## src/rtl/core/ring_mailbox_node_defines.svh

```systemverilog
// Assertion macros shared by the ring mailbox node RTL
`ifndef RING_MAILBOX_NODE_DEFINES_SVH
`define RING_MAILBOX_NODE_DEFINES_SVH

// check cons in the same cycle whenever ante holds
`define RMN_ASSERT_SAME(label, clk, rst, ante, cons) \
   label: assert property (@(posedge clk) disable iff (rst) (ante) |-> (cons)) \
      else $error("ring mailbox node assertion failed");

// check cons in the cycle after ante holds
`define RMN_ASSERT_NEXT(label, clk, rst, ante, cons) \
   label: assert property (@(posedge clk) disable iff (rst) (ante) |=> (cons)) \
      else $error("ring mailbox node assertion failed");

`endif

```

## src/rtl/core/rmn_pkg.sv

```systemverilog
// Shared types and constants of the ring mailbox node
package rmn_pkg;

   localparam int STACK_DEPTH_DEF = 8;
   localparam int WORD_W          = 8;
   localparam int RND_W           = 16;
   localparam int MOD_W           = 4;
   localparam int CNT_W           = $clog2(RND_W);
   localparam int CSR_IDX_W       = 2;
   localparam int REQ_DATA_W      = 32;
   localparam int RSP_DATA_W      = 24;

   localparam logic [WORD_W-1:0] EMPTY_WORD    = '0;
   localparam logic [WORD_W-1:0] NODE_ID_RESET = 8'd1;
   localparam logic [MOD_W-1:0]  RESTART_RESET = 4'd10;
   localparam logic [MOD_W-1:0]  RESTART_MIN   = 4'd2;
   localparam logic [MOD_W-1:0]  ALERT_RESET   = 4'd1;

   localparam logic [CSR_IDX_W-1:0] CSR_NODE_ID = 2'd0;
   localparam logic [CSR_IDX_W-1:0] CSR_RESTART = 2'd1;

   typedef struct packed {
      logic             done;
      logic [MOD_W-1:0] remainder;
   } mod_status_type;

   // packed from the top down: write_valid lands in bit 0
   typedef struct packed {
      logic [3:0]        pending_count;
      logic              dropped;
      logic              own_returned;
      logic [WORD_W-1:0] received_from;
      logic              upstream_clear;
      logic [WORD_W-1:0] write_word;
      logic              write_valid;
   } rsp_type;

endpackage

```

## src/rtl/core/rmn_stack.sv

```systemverilog
// Pending-word stack memory: one write port, one registered read port
module rmn_stack #(
   parameter int STACK_DEPTH = rmn_pkg::STACK_DEPTH_DEF,
   parameter int AW          = (STACK_DEPTH > 1) ? $clog2(STACK_DEPTH) : 1
) (
   input  logic                      clock,
   input  logic                      wr_en,
   input  logic [AW-1:0]             wr_addr,
   input  logic [rmn_pkg::WORD_W-1:0] wr_data,
   input  logic [AW-1:0]             rd_addr,
   output logic [rmn_pkg::WORD_W-1:0] rd_data
);

   logic [rmn_pkg::WORD_W-1:0] mem [STACK_DEPTH];
   logic [rmn_pkg::WORD_W-1:0] rd_data_ff;

   always_ff @(posedge clock) begin
      if (wr_en) begin
         mem[wr_addr] <= wr_data;
      end
   end

   always_ff @(posedge clock) begin
      rd_data_ff <= mem[rd_addr];
   end

   assign rd_data = rd_data_ff;

endmodule

```

## src/rtl/core/rmn_mod_unit.sv

```systemverilog
// Bit-serial remainder unit: random word modulo a small countdown value
module rmn_mod_unit (
   input  logic                        clock,
   input  logic                        reset,
   input  logic                        start,
   input  logic [rmn_pkg::RND_W-1:0]   dividend,
   input  logic [rmn_pkg::MOD_W-1:0]   divisor,
   output rmn_pkg::mod_status_type     status
);

   logic                       busy_ff, busy_in;
   logic                       done_ff, done_in;
   logic [rmn_pkg::CNT_W-1:0]  cnt_ff, cnt_in;
   logic [rmn_pkg::MOD_W-1:0]  rem_ff, rem_in;
   logic [rmn_pkg::MOD_W-1:0]  div_ff, div_in;
   logic [rmn_pkg::RND_W-1:0]  bits_ff, bits_in;
   logic [rmn_pkg::MOD_W:0]    shifted;
   logic [rmn_pkg::MOD_W:0]    diff;

   assign shifted = {rem_ff, bits_ff[rmn_pkg::RND_W-1]};
   assign diff    = shifted - {1'b0, div_ff};

   always_comb begin
      busy_in = busy_ff;
      done_in = 1'b0;
      cnt_in  = cnt_ff;
      rem_in  = rem_ff;
      div_in  = div_ff;
      bits_in = bits_ff;
      if (start) begin
         busy_in = 1'b1;
         cnt_in  = '0;
         rem_in  = '0;
         div_in  = divisor;
         bits_in = dividend;
      end else if (busy_ff) begin
         // shift in one dividend bit, subtract when it fits
         bits_in = {bits_ff[rmn_pkg::RND_W-2:0], 1'b0};
         if (shifted >= {1'b0, div_ff}) begin
            rem_in = diff[rmn_pkg::MOD_W-1:0];
         end else begin
            rem_in = shifted[rmn_pkg::MOD_W-1:0];
         end
         cnt_in = cnt_ff + 1'b1;
         if (cnt_ff == rmn_pkg::CNT_W'(rmn_pkg::RND_W - 1)) begin
            busy_in = 1'b0;
            done_in = 1'b1;
         end
      end
   end

   always_ff @(posedge clock) begin
      if (reset) begin
         busy_ff <= 1'b0;
         done_ff <= 1'b0;
         cnt_ff  <= '0;
      end else begin
         busy_ff <= busy_in;
         done_ff <= done_in;
         cnt_ff  <= cnt_in;
      end
   end

   always_ff @(posedge clock) begin
      rem_ff  <= rem_in;
      div_ff  <= div_in;
      bits_ff <= bits_in;
   end

   assign status.done      = done_ff;
   assign status.remainder = rem_ff;

endmodule

```

## src/rtl/core/ring_mailbox_node.sv

```systemverilog
// Ring mailbox node top level: tick sequencer, state and result register
//
// One ring stop. Each request beat is one tick: upstream mailbox word, downstream-free
// flag and a random word. Each tick yields exactly one response beat with the word
// written downstream, the upstream clear, the foreign id passed on, the own-return and
// drop flags and the pending stack depth.
// csr_ writes set node_id (index 0) and restart_modulus (index 1); csr_ready is always
// high, other indexes are ignored. Write only while no tick is in progress.
// A tick runs from the request beat through the tick decisions, two stack write
// slots (the second also starts the remainder unit), the bit-serial remainder unit
// (16 steps and its done flag), then the load of the response register, which sets
// response valid. req_tready is high only between ticks, so the next request beat
// is taken at the earliest in the same cycle in which response valid rises: a new
// request beat is not taken before the tick in progress has loaded its response.
// Reset clears the stack depth, the in-flight flag, reloads the countdown to 10 and
// the alert to 1, and sets node_id to 1 and restart_modulus to 10.
// A stalled response holds its beat; a new request beat is still taken while it
// waits, and that tick finishes once the held beat is gone.
`include "ring_mailbox_node_defines.svh"

module ring_mailbox_node #(
   parameter int STACK_DEPTH = rmn_pkg::STACK_DEPTH_DEF
) (
   input  logic                              clock,
   input  logic                              reset,
   // tdata: upstream_word[7:0], downstream_free[8], random_word[24:9], zero fill
   input  logic                              req_tvalid,
   output logic                              req_tready,
   input  logic [rmn_pkg::REQ_DATA_W-1:0]    req_tdata,
   // tdata: write_valid[0], write_word[8:1], upstream_clear[9], received_from[17:10],
   //        own_returned[18], dropped[19], pending_count[23:20]
   output logic                              rsp_tvalid,
   input  logic                              rsp_tready,
   output logic [rmn_pkg::RSP_DATA_W-1:0]    rsp_tdata,
   input  logic                              csr_valid,
   output logic                              csr_ready,
   input  logic [rmn_pkg::CSR_IDX_W-1:0]     csr_index,
   input  logic [rmn_pkg::WORD_W-1:0]        csr_wdata
);

   localparam int DW = $clog2(STACK_DEPTH + 1);
   localparam int AW = (STACK_DEPTH > 1) ? $clog2(STACK_DEPTH) : 1;
   localparam logic [DW-1:0] FULL_DEPTH = DW'(STACK_DEPTH);

   typedef enum logic [5:0] {
      ST_IDLE   = 6'b000001,
      ST_CALC   = 6'b000010,
      ST_PUSH_A = 6'b000100,
      ST_PUSH_B = 6'b001000,
      ST_DIV    = 6'b010000,
      ST_DONE   = 6'b100000
   } state_type;

   state_type                     state_ff, state_in;

   logic [rmn_pkg::WORD_W-1:0]    node_id_ff;
   logic [rmn_pkg::MOD_W-1:0]     restart_ff;
   logic [DW-1:0]                 depth_ff, depth_in;
   logic                          in_flight_ff, in_flight_in;
   logic [rmn_pkg::MOD_W-1:0]     cm_ff, cm_in;
   logic [rmn_pkg::MOD_W-1:0]     alert_ff, alert_in;

   logic [rmn_pkg::WORD_W-1:0]    up_ff;
   logic                          free_ff;
   logic [rmn_pkg::RND_W-1:0]     rnd_ff;

   logic                          pa_we_ff, pa_we_in;
   logic [AW-1:0]                 pa_addr_ff, pa_addr_in;
   logic [rmn_pkg::WORD_W-1:0]    pa_data_ff, pa_data_in;
   logic                          pb_we_ff, pb_we_in;
   logic [AW-1:0]                 pb_addr_ff, pb_addr_in;
   logic [rmn_pkg::WORD_W-1:0]    pb_data_ff, pb_data_in;

   rmn_pkg::rsp_type              tick_ff, tick_in;
   rmn_pkg::rsp_type              rsp_ff;
   logic                          rsp_valid_ff, rsp_valid_in;

   logic [rmn_pkg::MOD_W-1:0]     restart_val;
   logic [DW-1:0]                 depth_dec;
   logic [AW-1:0]                 rd_addr;
   logic [rmn_pkg::WORD_W-1:0]    top_word;
   logic                          st_we;
   logic [AW-1:0]                 st_addr;
   logic [rmn_pkg::WORD_W-1:0]    st_data;
   logic                          mod_start;
   rmn_pkg::mod_status_type       mod_status;
   logic                          req_fire;
   logic                          rsp_load;

   assign req_tready = (state_ff == ST_IDLE);
   assign req_fire   = req_tvalid && req_tready;
   assign csr_ready  = 1'b1;
   assign restart_val = (restart_ff < rmn_pkg::RESTART_MIN) ? rmn_pkg::RESTART_MIN
                                                            : restart_ff;
   assign depth_dec = depth_ff - 1'b1;
   assign rd_addr   = (depth_ff == '0) ? '0 : depth_dec[AW-1:0];

   assign st_we   = (state_ff == ST_PUSH_A) ? pa_we_ff :
                    (state_ff == ST_PUSH_B) ? pb_we_ff : 1'b0;
   assign st_addr = (state_ff == ST_PUSH_B) ? pb_addr_ff : pa_addr_ff;
   assign st_data = (state_ff == ST_PUSH_B) ? pb_data_ff : pa_data_ff;
   assign mod_start = (state_ff == ST_PUSH_B);

   rmn_stack #(
      .STACK_DEPTH (STACK_DEPTH),
      .AW          (AW)
   ) u_stack (
      .clock   (clock),
      .wr_en   (st_we),
      .wr_addr (st_addr),
      .wr_data (st_data),
      .rd_addr (rd_addr),
      .rd_data (top_word)
   );

   rmn_mod_unit u_mod (
      .clock    (clock),
      .reset    (reset),
      .start    (mod_start),
      .dividend (rnd_ff),
      .divisor  (cm_ff),
      .status   (mod_status)
   );

   // tick decisions: resend, own send, restart, upstream
   always_comb begin
      logic                       free1;
      logic                       free2;
      logic                       own_send;
      logic [DW-1:0]              d1;
      logic [DW-1:0]              d2;
      logic [DW-1:0]              d3;
      logic [rmn_pkg::MOD_W-1:0]  cm1;
      d1       = depth_ff;
      free1    = free_ff;
      own_send = (alert_ff == '0) && !in_flight_ff;
      tick_in  = '0;
      pa_we_in   = 1'b0;
      pa_addr_in = d1[AW-1:0];
      pa_data_in = node_id_ff;
      pb_we_in   = 1'b0;
      pb_addr_in = d1[AW-1:0];
      pb_data_in = up_ff;
      in_flight_in = in_flight_ff;

      if ((depth_ff != '0) && free_ff) begin
         d1    = depth_dec;
         free1 = 1'b0;
         tick_in.write_valid = 1'b1;
         tick_in.write_word  = top_word;
      end

      d2    = d1;
      free2 = free1;
      cm1   = cm_ff;
      pa_addr_in = d1[AW-1:0];
      if (own_send) begin
         in_flight_in = 1'b1;
         cm1 = restart_val;
         if (free1) begin
            free2 = 1'b0;
            tick_in.write_valid = 1'b1;
            tick_in.write_word  = node_id_ff;
         end else if (d1 < FULL_DEPTH) begin
            pa_we_in = 1'b1;
            d2 = d1 + 1'b1;
         end else begin
            tick_in.dropped = 1'b1;
         end
      end

      if (cm1 <= 4'd1) begin
         cm1 = restart_val;
      end

      d3 = d2;
      pb_addr_in = d2[AW-1:0];
      if (up_ff != rmn_pkg::EMPTY_WORD) begin
         tick_in.upstream_clear = 1'b1;
         if (up_ff != node_id_ff) begin
            tick_in.received_from = up_ff;
            if (free2) begin
               tick_in.write_valid = 1'b1;
               tick_in.write_word  = up_ff;
            end else if (d2 < FULL_DEPTH) begin
               pb_we_in = 1'b1;
               d3 = d2 + 1'b1;
            end else begin
               tick_in.dropped = 1'b1;
            end
         end else begin
            in_flight_in = 1'b0;
            tick_in.own_returned = 1'b1;
         end
      end

      depth_in = d3;
      cm_in    = cm1 - 1'b1;
      tick_in.pending_count = 4'(d3);
   end

   always_comb begin
      state_in     = state_ff;
      alert_in     = alert_ff;
      rsp_valid_in = rsp_valid_ff && !rsp_tready;
      rsp_load     = 1'b0;
      case (state_ff)
         ST_IDLE: begin
            if (req_fire) begin
               state_in = ST_CALC;
            end
         end
         ST_CALC:   state_in = ST_PUSH_A;
         ST_PUSH_A: state_in = ST_PUSH_B;
         ST_PUSH_B: state_in = ST_DIV;
         ST_DIV: begin
            if (mod_status.done) begin
               alert_in = mod_status.remainder;
               state_in = ST_DONE;
            end
         end
         ST_DONE: begin
            if (!rsp_valid_ff || rsp_tready) begin
               rsp_load     = 1'b1;
               rsp_valid_in = 1'b1;
               state_in     = ST_IDLE;
            end
         end
         default: state_in = ST_IDLE;
      endcase
   end

   always_ff @(posedge clock) begin
      if (reset) begin
         state_ff     <= ST_IDLE;
         node_id_ff   <= rmn_pkg::NODE_ID_RESET;
         restart_ff   <= rmn_pkg::RESTART_RESET;
         depth_ff     <= '0;
         in_flight_ff <= 1'b0;
         cm_ff        <= rmn_pkg::RESTART_RESET;
         alert_ff     <= rmn_pkg::ALERT_RESET;
         rsp_valid_ff <= 1'b0;
      end else begin
         state_ff     <= state_in;
         alert_ff     <= alert_in;
         rsp_valid_ff <= rsp_valid_in;
         if (state_ff == ST_CALC) begin
            depth_ff     <= depth_in;
            in_flight_ff <= in_flight_in;
            cm_ff        <= cm_in;
         end
         if (csr_valid && csr_ready) begin
            case (csr_index)
               rmn_pkg::CSR_NODE_ID: node_id_ff <= csr_wdata;
               rmn_pkg::CSR_RESTART: restart_ff <= csr_wdata[rmn_pkg::MOD_W-1:0];
               default: ;
            endcase
         end
      end
   end

   always_ff @(posedge clock) begin
      if (req_fire) begin
         up_ff   <= req_tdata[7:0];
         free_ff <= req_tdata[8];
         rnd_ff  <= req_tdata[24:9];
      end
      if (state_ff == ST_CALC) begin
         tick_ff    <= tick_in;
         pa_we_ff   <= pa_we_in;
         pa_addr_ff <= pa_addr_in;
         pa_data_ff <= pa_data_in;
         pb_we_ff   <= pb_we_in;
         pb_addr_ff <= pb_addr_in;
         pb_data_ff <= pb_data_in;
      end
      if (rsp_load) begin
         rsp_ff <= tick_ff;
      end
   end

   assign rsp_tvalid = rsp_valid_ff;
   assign rsp_tdata  = rsp_ff;

   `RMN_ASSERT_SAME(a_depth_bound, clock, reset, 1'b1, depth_ff <= FULL_DEPTH)
   `RMN_ASSERT_SAME(a_own_or_foreign, clock, reset, tick_ff.own_returned,
                    tick_ff.received_from == rmn_pkg::EMPTY_WORD)
   `RMN_ASSERT_SAME(a_done_in_div, clock, reset, mod_status.done, state_ff == ST_DIV)
   `RMN_ASSERT_NEXT(a_drop_full, clock, reset, (state_ff == ST_CALC) && tick_in.dropped,
                    depth_ff == FULL_DEPTH)

endmodule
```

## config.mk

```make
export PLATFORM = sky130hd
export DESIGN_NAME = ring_mailbox_node
export DESIGN_NICKNAME = d
export VERILOG_FILES = /design/src/rtl/core/rmn_pkg.sv /design/src/rtl/core/rmn_stack.sv /design/src/rtl/core/rmn_mod_unit.sv /design/src/rtl/core/ring_mailbox_node.sv
export VERILOG_INCLUDE_DIRS = /design/src /design/src/rtl/core
export SDC_FILE = /design/constraint.sdc
export NUM_CORES = 1
export LEC_CHECK = 0
export ABC_AREA = 0
export BUFFER_PORTS_ARGS = -buffer_cell sky130_fd_sc_hd__buf_2
export CORE_ASPECT_RATIO = 0.8
export CORE_MARGIN = 4
export CORE_UTILIZATION = 45
export DETAILED_ROUTE_END_ITERATION = 12
export PLACE_DENSITY_LB_ADDON = 0.12
export SLEW_MARGIN = 20
export SYNTH_ARGS = -nofsm -noshare
export SYNTH_HDL_FRONTEND = slang
export SYNTH_SLANG_ARGS = --single-unit
```

## constraint.sdc

```tcl
create_clock -name clock -period 5.9 [get_ports clock]
set_input_delay 0.59 -clock clock [delete_from_list [all_inputs] [get_ports clock]]
set_output_delay 0.59 -clock clock [all_outputs]
set_load 0.01 [all_outputs]
```

==> metrics.cfg <==
[sta]
rsz0062_at_grt=no
finClkSkew_ns=0.0183
period_minus_slack_ns=4.09
finalHoldViolCount=0
setup_violations=0
slew_violations=0
tightest_slew_ns=1.06
finalSetupTns_ns=0
fmax_mhz=245
slew-limit-headroom_pct=29.2
setup_slack_ns=1.81
period_share_pct=69.3
hold_slack_ns=0.250

[final_layout]
fillCellCount=1701
fin_area_sq_um=10500
layout_commonest_cell=edfxtp_1
syn2layout_area_growth_pct=15.0
mostFrequentLayoutCells=edfxtp_1 (181), nand2_1 (132), buf_2 (65), dfxtp_1 (50), nor2_1 (43)
register_area_sq_um=6440
num-nets-final=822
multiInputGateArea_sq_um=2520
antennaDiodeCount=0
drive_gt1_share_pct=18.4

[route]
avgRoutedWirePerCell_microns=17.6
drcViolationCount=0
num_vias=5413
viasPerCell=5.17
highest_layer=met4
drt-pass1-iter-count=6
wl_met1_mm=8.99
wl_mm=18.4
wl_met2_mm=8.02
first_iter_violations=404
wl_met3_microns=938
drtAntennaViolNets=0

[synthesis]
postSynthCellCount=694
ys_warn_count=0
synth_edf_count=181
synth_seq_cells=231
async_reset_ff_share_pct=0
synthesis.nets=751
yosys.area.top_type=edfxtp_1
yosysTopAreaCellShare_pct=59.3
syn_area_sq_um=9160
synth_ff_type=edfxtp_1
synth_area_per_cell_sq_um=13.2
ys_seq_area_share_pct=70.3
synth_cell_type_count=54
synthTopCellsByArea=edfxtp_1 (59%), dfxtp_1 (11%), nand2_1 (5.4%)

[grt]
grt_pass1_vias=5334
grt_pass1_wl_mm=29.2
grt_max_degree=56
antenna_found_initial=0
gr-total-overflow=0
grt_usage_pct=16.2

[placed_design]
dp_hpwl_mm=12.1
io_buffers=65
place_area_sq_um=9780
dp_slack_ns=1.87
place_congestion=0.836

[clock_tree]
cts_setup_buffers=0
cts_root_buf=clkbuf_16
clk_latency_ns=0.52
cts_tree=built
numClockSinks=231
cts_buffers=24
clockBufferDepth=3
cts.clk_slew.worst_paths_ns=0.06
cts_resized=0
cts_hold_buf=0
htreeDepth=1

[power_and_ir_drop]
p_leak_nw=3.90
power.density_nw_per_um2=379
peakVddDrop_mv=0.214

[hold_path]
hold_class=primary input to flop

[worst_setup_path]
crit_path_frequent_cell=ha_1
crit_arrival_ns=4.50
worstPathCellList=inv_1 -> ha_1 -> nor3b_1 -> buf_4 -> nor2_2 -> mux2i_1 -> ha_1 -> mux2_4 -> ha_1 -> mux2_2 -> a22o_1
critical_path_required_ns=6.31
critPathLaunchType=flop
critPathMaxFanout=14
crit_slowest_cell=dfxtp_1
worstSetupPathType=flop to flop
end_kind=flop
critPathMaxStageDelay_ns=0.81

[floorplanning]
die_area_sq_um=22700
fp.dieH_microns=136
num_rows=46
start_util_pct=46.0
die_width_microns=168
core-area_sq_um=19900
io_pins=74

[status]
status=finished, final reports clean

[run]
max-cap-violations=0

==> per-stage QoR <==
stage / cells / util (%) / total power [mW]
after floorplan: 694 / - / 2.42
after global placement: 1003 / 49.1 / 2.60
after detailed placement: 1003 / 49.1 / 2.61
after CTS: 1047 / 52.8 / 4.03
after global routing: 1047 / 52.9 / 4.17
final: 1047 / 52.9 / 3.99
==> cells by family (layout without fill, tap and decap cells) <==
| family | Yosys count | in the layout | synth area share, % |
|---|---|---|---|
| and+or+nand+nor | 272 | 272 | 13.9 |
| AOI/OAI and AO/OA | 73 | 73 | 5.46 |
| DFF | 231 | 231 | 70.3 |
| buffers and inverters | 57 | 146 | 2.43 |
| other | 1 | 1 | 0.0409 |
| adders and majority gates | 10 | 10 | 1.45 |
| xor gates and xnor gates | 17 | 17 | 1.63 |
| muxes | 33 | 33 | 4.82 |
==> metal layers <==
| metal | track usage [%] | vias up |
|---|---|---|
| met5 | 0 | - |
| met4 | 4.87 | 0 |
| met1 | 23.6 | 2582 |
| li1 | - | 2652 |
| met2 | 25.3 | 147 |
| met3 | 2.80 | 32 |
==> state kept, by name, summed over array words and instances (netlist names), 6 cells and up <==
name	count
node_id_ff	8
u_stack.mem	64
u_mod.bits_ff	16
state_ff	6
u_stack.rd_data	8
tick_ff	24
rsp_tdata	24
pb_data_ff	8
pa_data_ff	8
rnd_ff	16
pb_data_in	8
==> report_power, final <==
group	internal, mW	switching [mW]	total, mW	leakage (nW)
registers	1.94	0.0884	2.03	2.05
logic	0.208	0.340	0.548	1.48
clock network	0.820	0.593	1.41	0.367
total	2.97	1.02	3.99	3.90
==> worst max-delay path: cells and delay by family (launching register included) <==
family                   cells  cell delay (ns)
adder cells (fa/ha/maj)      3             0.93
AND/OR/NAND/NOR              2             0.53
AO/OA/AOI/OAI                1             0.22
buffers and inverters        2             0.42
flip-flops                   1             0.81
multiplexers                 3             1.06
==> final timing paths <==
check                            start                       end  slack, ns  depth (start not counted)
min                       req_tdata[1]   pb_data_in[1]$_DFFE_PP_       0.25                          1
max reg2reg   depth_ff[0]$_SDFFE_PP0P_  depth_ff[1]$_SDFFE_PP0P_       1.81                         11
min reg2reg  tick_ff[15]$_SDFFCE_PN0P_   rsp_tdata[15]$_DFFE_PP_       0.42                          0
max           depth_ff[0]$_SDFFE_PP0P_  depth_ff[1]$_SDFFE_PP0P_       1.81                         11
==> synthesized netlist by cell type, types with 8 or more instances <==
cell type	n
a21oi_1	12
or2_2	11
mux2i_1	19
o21ai_0	23
clkbuf_1	18
a222oi_1	8
inv_1	27
nor3_1	14
dfxtp_1	50
a211o_1	8
nor2_1	43
nand2_1	132
xnor2_1	13
nor3b_1	8
nand3_1	14
ha_1	9
edfxtp_1	181
and2_1	11
mux4_2	8
==> layout make-up <==
class                   count  share of cell area (%)
clock inverters            12                   0.903
well taps                 264                    3.14
inverters                  29                    1.05
clock buffers              32                    6.18
multi-input cells         406                    24.0
flip-flops and latches    231                    61.1
repair buffers             73                    3.66
Note: power is estimated with default switching activity, not from simulation.
